**config.mk**
```make
export PLATFORM = sky130hd
export DESIGN_NAME = mrme_ram
export DESIGN_NICKNAME = d
export VERILOG_FILES = /design/src/hw/rtl/mrme_ram.sv
export SDC_FILE = /design/constraint.sdc
export NUM_CORES = 1
export LEC_CHECK = 0
export BUFFER_PORTS_ARGS = -buffer_cell sky130_fd_sc_hd__buf_2
export CAP_MARGIN = 20
export CORE_ASPECT_RATIO = 0.7
export CORE_MARGIN = 4
export CORE_UTILIZATION = 45
export CTS_CLUSTER_DIAMETER = 50
export DETAILED_ROUTE_END_ITERATION = 7
export GPL_TIMING_DRIVEN = 0
export PLACE_DENSITY_LB_ADDON = 0.08
export SYNTH_ARGS = -nofsm -noshare
export SYNTH_HDL_FRONTEND = slang
export SYNTH_SLANG_ARGS = --single-unit
```
**constraint.sdc**
```tcl
create_clock -name clk -period 3.3 [get_ports clk]
set_input_delay 0.66 -clock clk [delete_from_list [all_inputs] [get_ports clk]]
set_output_delay 0.66 -clock clk [all_outputs]
set_load 0.01 [all_outputs]
```
**src/hw/rtl/mrme_ram.sv**
```systemverilog
// Generic single-write, single-read RAM with registered read data.
module mrme_ram #(
	parameter int WIDTH = 8,
	parameter int DEPTH = 16
) (
	input  logic                     clk,
	input  logic                     we,
	input  logic [$clog2(DEPTH)-1:0] waddr,
	input  logic [WIDTH-1:0]         wdata,
	input  logic [$clog2(DEPTH)-1:0] raddr,
	output logic [WIDTH-1:0]         rdata
);

	logic [WIDTH-1:0] mem [DEPTH];

	always_ff @(posedge clk) begin
		if (we) begin
			mem[waddr] <= wdata;
		end
		rdata <= mem[raddr];
	end

endmodule

```
Yosys cells after proc, flatten, opt, wreduce, memory -nomap -nowiden. Memory sizes are Yosys's and may differ from the RTL's. A register that Yosys moved wholly into a read port is not among the register bits. Cells that the tools add are included.

Register bits: 0. Latch bits: 0. Memory bits (writable): 128. ROM bits: 0. Output and inout bits: 8. Logic and storage cells: 3. Memories kept: 1.

$add $sub $neg: 0. $mul: 0. Divide/modulo/power cells: 0. $lt $le $gt $ge: 0. Equality and inequality tests: 0. Shifts and indexed selects: 0. Multiplexer cells: 2. Bitwise operators: 0. Reduce and logical (&&, ||, !) cells: 0.

Memories: mem (depth 16, width 8, read ports 1, clocked after memory_dff 1, write ports 1, line 14) `logic [WIDTH-1:0] mem [DEPTH];`.

Operator list (number): $mux W1 (2).

Longest topological paths before layout. Gate-level depths: netlist of run 1.

Depth after elaboration: 2. Depth in mapped cells: 5.

Worst setup path after synthesis of run 1. No wires, ideal clock.

Kind: input to register. Start: input waddr[2]. End: memory mem[0][0] (enable). Library setup time: 0.383 ns. Arrival time: 1.770 ns. Data required time: 2.917 ns. Path slack: 1.147 ns. Stages: 2. Path through: or3b_2 -> nor3_1.

RTL lines: from (decl) (line 8) `input logic [$clog2(DEPTH)-1:0] waddr,`; to (decl) (line 14).

Straight into the memory's write port.

Worst setup path in the final report of run 1.
Start: input waddr[2]. End: memory mem[2][0] (enable).

Straight into the memory's write port.

==> impl_metrics.ini, run 1 <==
[critical_path]
startpoint = waddr[2]
cp_data_required_time_ps = 3340
ff2ff_path_depth = 3
crit_slowest_cell = nor2_1
critical-path-max-stage-delay_ps = 670
timing.reg2reg.setup_slack_ps = 1830
crit_arrival_ps = 1960
critPathTopFamily = simple AND/OR/NAND/NOR gates
start_kind = input pin
worst_setup_path_end_kind = flip-flop
reg2reg_to = rdata[0]
worstPathCellList = buf_2 -> or3b_2 -> nor2_1
critical_path_class = in -> reg
wp_buf_inv = 1
crit-reg2reg-launch = mem[5][0]
cp_max_fo = 8

[layout]
final_net_count = 294
antennaDiodeCount = 0
sequential_cell_area_sq_um = 4000
final_area_sq_um = 6090
syn2layout_area_growth_pct = 18.3
post_route_cells_drive_above_1_share_pct = 30.4
layout.cells.non_filler = 442
final_common_cell = edfxtp_1
most-common-layout-cells = edfxtp_1 (128), buf_2 (28), mux4_2 (18)
total_area_of_multi_input_combinational_cells_sq_um = 1060
number_of_fill_cells = 861

[sta]
timing_worst_slew_pin_value_ps = 850
worst_slew_margin_rel_pct = 43.1
setup_tns_ps = 0
setup_viol = 0
grt_setup_unrepaired = no
hold_ws_ps = 640
skew_ps = 7.14
fin_crit_sh_pct = 58.1
number_of_max_slew_violations_in_the_final_report = 0
max_freq_mhz = 521
period_minus_slack_ps = 1920
final_hold_viol_count = 0

[clock_network]
cts_max_path_buffers = 2
cts-resized-gates = 0
post_cts_hold_buffer_count = 0
root_buffer = clkbuf_16
insertion_delay_ps = 420
cts_tree = done
clk_transition_reported_paths_ps = 60
numCtsBuffers = 17
post-cts-setup-buffers = 0
tritoncts_num_sinks = 136
htree_num_levels = 4

[grt]
largest_net_degree_at_the_start_of_global_routing = 17
grtUsageTotal_pct = 17.1
globalRouteOverflowTotal = 0
first_global_vias = 2388
wire_length_of_the_first_global_routing_pass_um = 15500
grt_antenna_before_repair = 0

[route]
drt_first_iter_violations = 168
drt.antenna.violating_nets = 0
drt_pre_antenna_iters = 4
drt_via_density = 5.38
detailed_route_wl_um = 10500
wl_per_cell_um = 23.7
drt_drc_violations_left = 0
routed-via-count = 2378

[die]
die-width_um = 136
floorplan.io_pins = 26
core_area_sq_um = 11100
initial_core_util_pct = 46.4
die_height_um = 97.5
std_cell_rows = 32
area_of_the_die_sq_um = 13200

[power_and_ir_drop]
p_leak_nw = 2.05
clockPowerShare_pct = 47.3
finalPower_mw = 4.05
power.sequential.fraction_pct = 47.9
sw_frac_of_total_pct = 20.9
total_switching_power_uw = 845
p_per_area_nw_per_um2 = 664
p_int_mw = 3.20
power.ir.vdd_worst_v = 0.000354
power_frac_comb_pct = 4.7

[placed_design]
place_area_sq_um = 5490
detailedPlacementHpwl_um = 6700
placedCellCount = 410
place.gp.congestion = 0.737
io_port_bufs = 24

[logic_synthesis]
yosysSeqAreaShare_pct = 77.8
ys_warn_count = 0
syn_nets = 247
synth_cell_types = 19
syn_area_per_cell_sq_um = 22.5
netlist_area_sq_um = 5150
ys_ff_latch = 136
netlist_instances = 229

[worst_hold_path]
hold_path_class = in -> reg
timing.hold.worst.start = wdata[5]
whs_endpoint = mem[13][5]
holdPathStages = 1

[run_status]
run_status = finished clean

[job]
drv_cap = 0
worst reg2reg max path, delay by kind of cell (launching register included):
family	cells	cell delay, ps
flip-flops	1	350
multiplexers	1	590
AO/OA/AOI/OAI	1	270
AND/OR/NAND/NOR	1	130
cells by family (layout without fill, tap and decap cells):
group	count (synthesis)	after routing	synth area share, %
mux	32	32	15.0
buf+inv	10	70	1.68
simple gates	35	35	3.18
flops	136	136	77.8
compound gates	16	16	2.33
per-stage QoR:
step | util, % | worst slack (ps)
after global placement | 49.2 | 522
after floorplan | - | 1150
after global routing | 54.9 | 1320
after CTS | 54.9 | 1370
final | 54.9 | 1380
after detailed placement | 49.5 | 923
area by class of cell:
cell class / count / share of cell area (%)
well taps: 153 / 3.14
clock buffers: 18 / 7.05
plain buffers: 10 / 1.42
repair buffers: 28 / 2.42
multi-input cells: 83 / 17.4
flip-flops and latches: 136 / 65.7
clock inverters: 14 / 2.88
layer usage:
layer  routed length [um]  vias up  GRT usage (%)
met2                 4660       49           23.3
met5                    0        -              0
met1                 5150     1241           25.9
met4                  168        0           7.44
li1                     -     1074              -
met3                  488       14           4.45
power by group through the flow:
stage | registers, mW | logic [mW] | clock network (mW)
final | 1.94 | 0.191 | 1.92
after global routing | 1.94 | 0.209 | 2.02
after CTS | 1.94 | 0.195 | 1.95
after detailed placement | 1.98 | 0.195 | 0
after global placement | 1.98 | 0.192 | 0
after floorplan | 1.98 | 0.0980 | 0
state kept, by name, indices dropped and copies added, names as in the netlist:
register and flops:
mem 128, rdata 8
Yosys cell counts (all sizes together):
cell type / instances / area share, %
nand2b: 2 / 0.24
and2b: 1 / 0.15
mux4: 32 / 15
nor2b: 1 / 0.12
clkdlybuf4s25: 3 / 0.58
a22oi: 16 / 2.3
nand3b: 2 / 0.29
nor2: 13 / 0.95
nand2: 9 / 0.66
dfxtp: 8 / 3.1
and2: 1 / 0.12
nor3: 4 / 0.39
buf: 7 / 1.1
edfxtp: 128 / 75
nand3: 1 / 0.097
or3b: 1 / 0.17
worst max path at each step:
stage,end,slack [ps],depth (start not counted)
after floorplan,mem[0][0],1150,2
after global placement,mem[0][7],520,3
after detailed placement,mem[2][1],920,3
after CTS,mem[2][5],1370,3
after global routing,mem[3][0],1320,3
final,mem[2][0],1380,3
Power figures use the tool's default switching activity.
==> inputs of run 2 (changes only) <==
==> constraint.sdc (replaced) <==
create_clock -name clk -period 1.8 [get_ports clk]
set_input_delay 0.36 -clock clk [delete_from_list [all_inputs] [get_ports clk]]
set_output_delay 0.36 -clock clk [all_outputs]
set_load 0.01 [all_outputs]
==> run 2 against run 1 <==
Worst setup slack got worse by 1200 ps; core utilization fell by 0.39 points; clock skew is 0.75 ps lower; via count about the same; non-clock buffer count down 1; total power grew 77%; critical path type unchanged; critical endpoint is now mem[3][2]; largest cell class unchanged; highest routed layer unchanged.
==> impl_metrics.ini, run 2 (synthesized netlist as in run 1, its figures left out) <==
[run_status]
run_status = finished clean

[route]
drt_drc_violations_left = 0
wl_per_cell_um = 24.0
routed-via-count = 2376
drt.antenna.violating_nets = 0
detailed_route_wl_um = 10600
drt_via_density = 5.39
drt_pre_antenna_iters = 4
drt_first_iter_violations = 206

[layout]
layout.core_utilization_pct = 54.5
number_of_fill_cells = 867
syn2layout_area_growth_pct = 17.5
top_register = mem
most-common-layout-cells = edfxtp_1 (128), buf_2 (28), mux4_2 (18)
flip_flop_count_of_the_largest_register_all_copies_and_words_added = 128
final_net_count = 293
final_common_cell = edfxtp_1
layout_top_registers = mem x128, rdata x8
antennaDiodeCount = 0
post_route_cells_drive_above_1_share_pct = 29.9

[clock_network]
cts_max_path_buffers = 2
root_buffer = clkbuf_16
cts-resized-gates = 0
clk_transition_reported_paths_ps = 60
numCtsBuffers = 17
insertion_delay_ps = 410
htree_num_levels = 4
tritoncts_num_sinks = 136
cts_tree = done
post_cts_hold_buffer_count = 0
post-cts-setup-buffers = 0

[placed_design]
place.gp.congestion = 0.738
detailedPlacementHpwl_um = 6780
io_port_bufs = 24

[power_and_ir_drop]
power.ir.vdd_worst_v = 0.000679
finalPower_mw = 7.18
p_per_area_nw_per_um2 = 1190
p_leak_nw = 2.04

[sta]
skew_ps = 6.39
fin_crit_sh_pct = 90.7
period_minus_slack_ps = 1630
timing_worst_slew_pin_value_ps = 838
max_freq_mhz = 613
final_hold_viol_count = 0
number_of_max_slew_violations_in_the_final_report = 0
grt_setup_unrepaired = no
setup_viol = 0
worst_slew_margin_rel_pct = 43.9

[worst_hold_path]
holdPathStages = 1
whs_endpoint = mem[4][6]
timing.hold.worst.start = wdata[6]
hold_path_class = in -> reg

[critical_path]
reg2reg_to = rdata[7]
crit_slowest_cell = nor2_1
critical-path-max-stage-delay_ps = 660
worstPathCellList = buf_2 -> or3b_2 -> nor2_1
wp_buf_inv = 1
critical_path_class = in -> reg
worst_setup_path_end_kind = flip-flop
critPathTopFamily = simple AND/OR/NAND/NOR gates
crit_arrival_ps = 1670
timing.reg2reg.setup_slack_ps = 420
cp_max_fo = 8
start_kind = input pin
crit-reg2reg-launch = mem[6][7]
cp_data_required_time_ps = 1830
ff2ff_path_depth = 3

[die]
area_of_the_die_sq_um = 13200
initial_core_util_pct = 46.4
core_area_sq_um = 11100
die-width_um = 136
std_cell_rows = 32
floorplan.io_pins = 26
die_height_um = 97.5

[grt]
grt_antenna_before_repair = 0
first_global_vias = 2450
wire_length_of_the_first_global_routing_pass_um = 15800
globalRouteOverflowTotal = 0
largest_net_degree_at_the_start_of_global_routing = 17
grtUsageTotal_pct = 17.4

[job]
drv_cap = 0
-- run 2: worst max-delay path by stage --
stage / depth (start not counted) / end / slack, ps / start
2_1_floorplan: 2 / mem[3][0] / 170 / waddr[2]
3_3_place_gp: 3 / mem[8][2] / -410 / waddr[2]
3_5_place_dp: 3 / mem[3][1] / -330 / waddr[2]
4_1_cts: 3 / mem[3][6] / 130 / waddr[2]
5_1_grt: 3 / mem[2][5] / 120 / waddr[2]
6_report: 3 / mem[3][2] / 170 / waddr[2]
-- run 2: area by class of cell --
cell class	instances	area, sq um	share of cell area (%)
repair buffers	27	140	2.32
multi-input cells	83	1060	17.6
plain buffers	10	86.3	1.43
flip-flops and latches	136	4000	66.2
well taps	153	191	3.17
clock buffers	24	492	8.13
clock inverters	8	71.3	1.18
-- run 2: where the power goes --
group | total, mW | switching (mW) | internal (mW)
Combinational | 0.352 | 0.210 | 0.142
Clock | 3.27 | 1.23 | 2.04
Sequential | 3.56 | 0.0155 | 3.54
Total | 7.18 | 1.46 | 5.72
-- run 2: layer usage --
metal | GRT usage, % | vias up | wire length [um]
met3 | 5.33 | 10 | 663
met4 | 5.81 | 0 | 106
met2 | 24.5 | 67 | 4750
li1 | - | 1064 | -
met1 | 25.8 | 1235 | 5060
met5 | 0 | - | 0
-- run 2: worst reg2reg max path, stage by stage, from the launching register on --
cell and delay (ps):
edfxtp_1 360, mux4_2 520, a22oi_1 280, nand2_1 100
-- run 2: per-stage QoR --
step | cells | setup TNS [ps] | worst slack (ps) | hold WS, ps | area, sq um
after global routing | 441 | 0 | 116 | 354 | 6050
after CTS | 441 | 0 | 133 | 345 | 6050
final | 441 | 0 | 168 | 356 | 6050
after floorplan | 229 | 0 | 174 | 459 | 5150
after global placement | 406 | -14440 | -406 | 656 | 5460
after detailed placement | 409 | -8200 | -326 | 686 | 5480
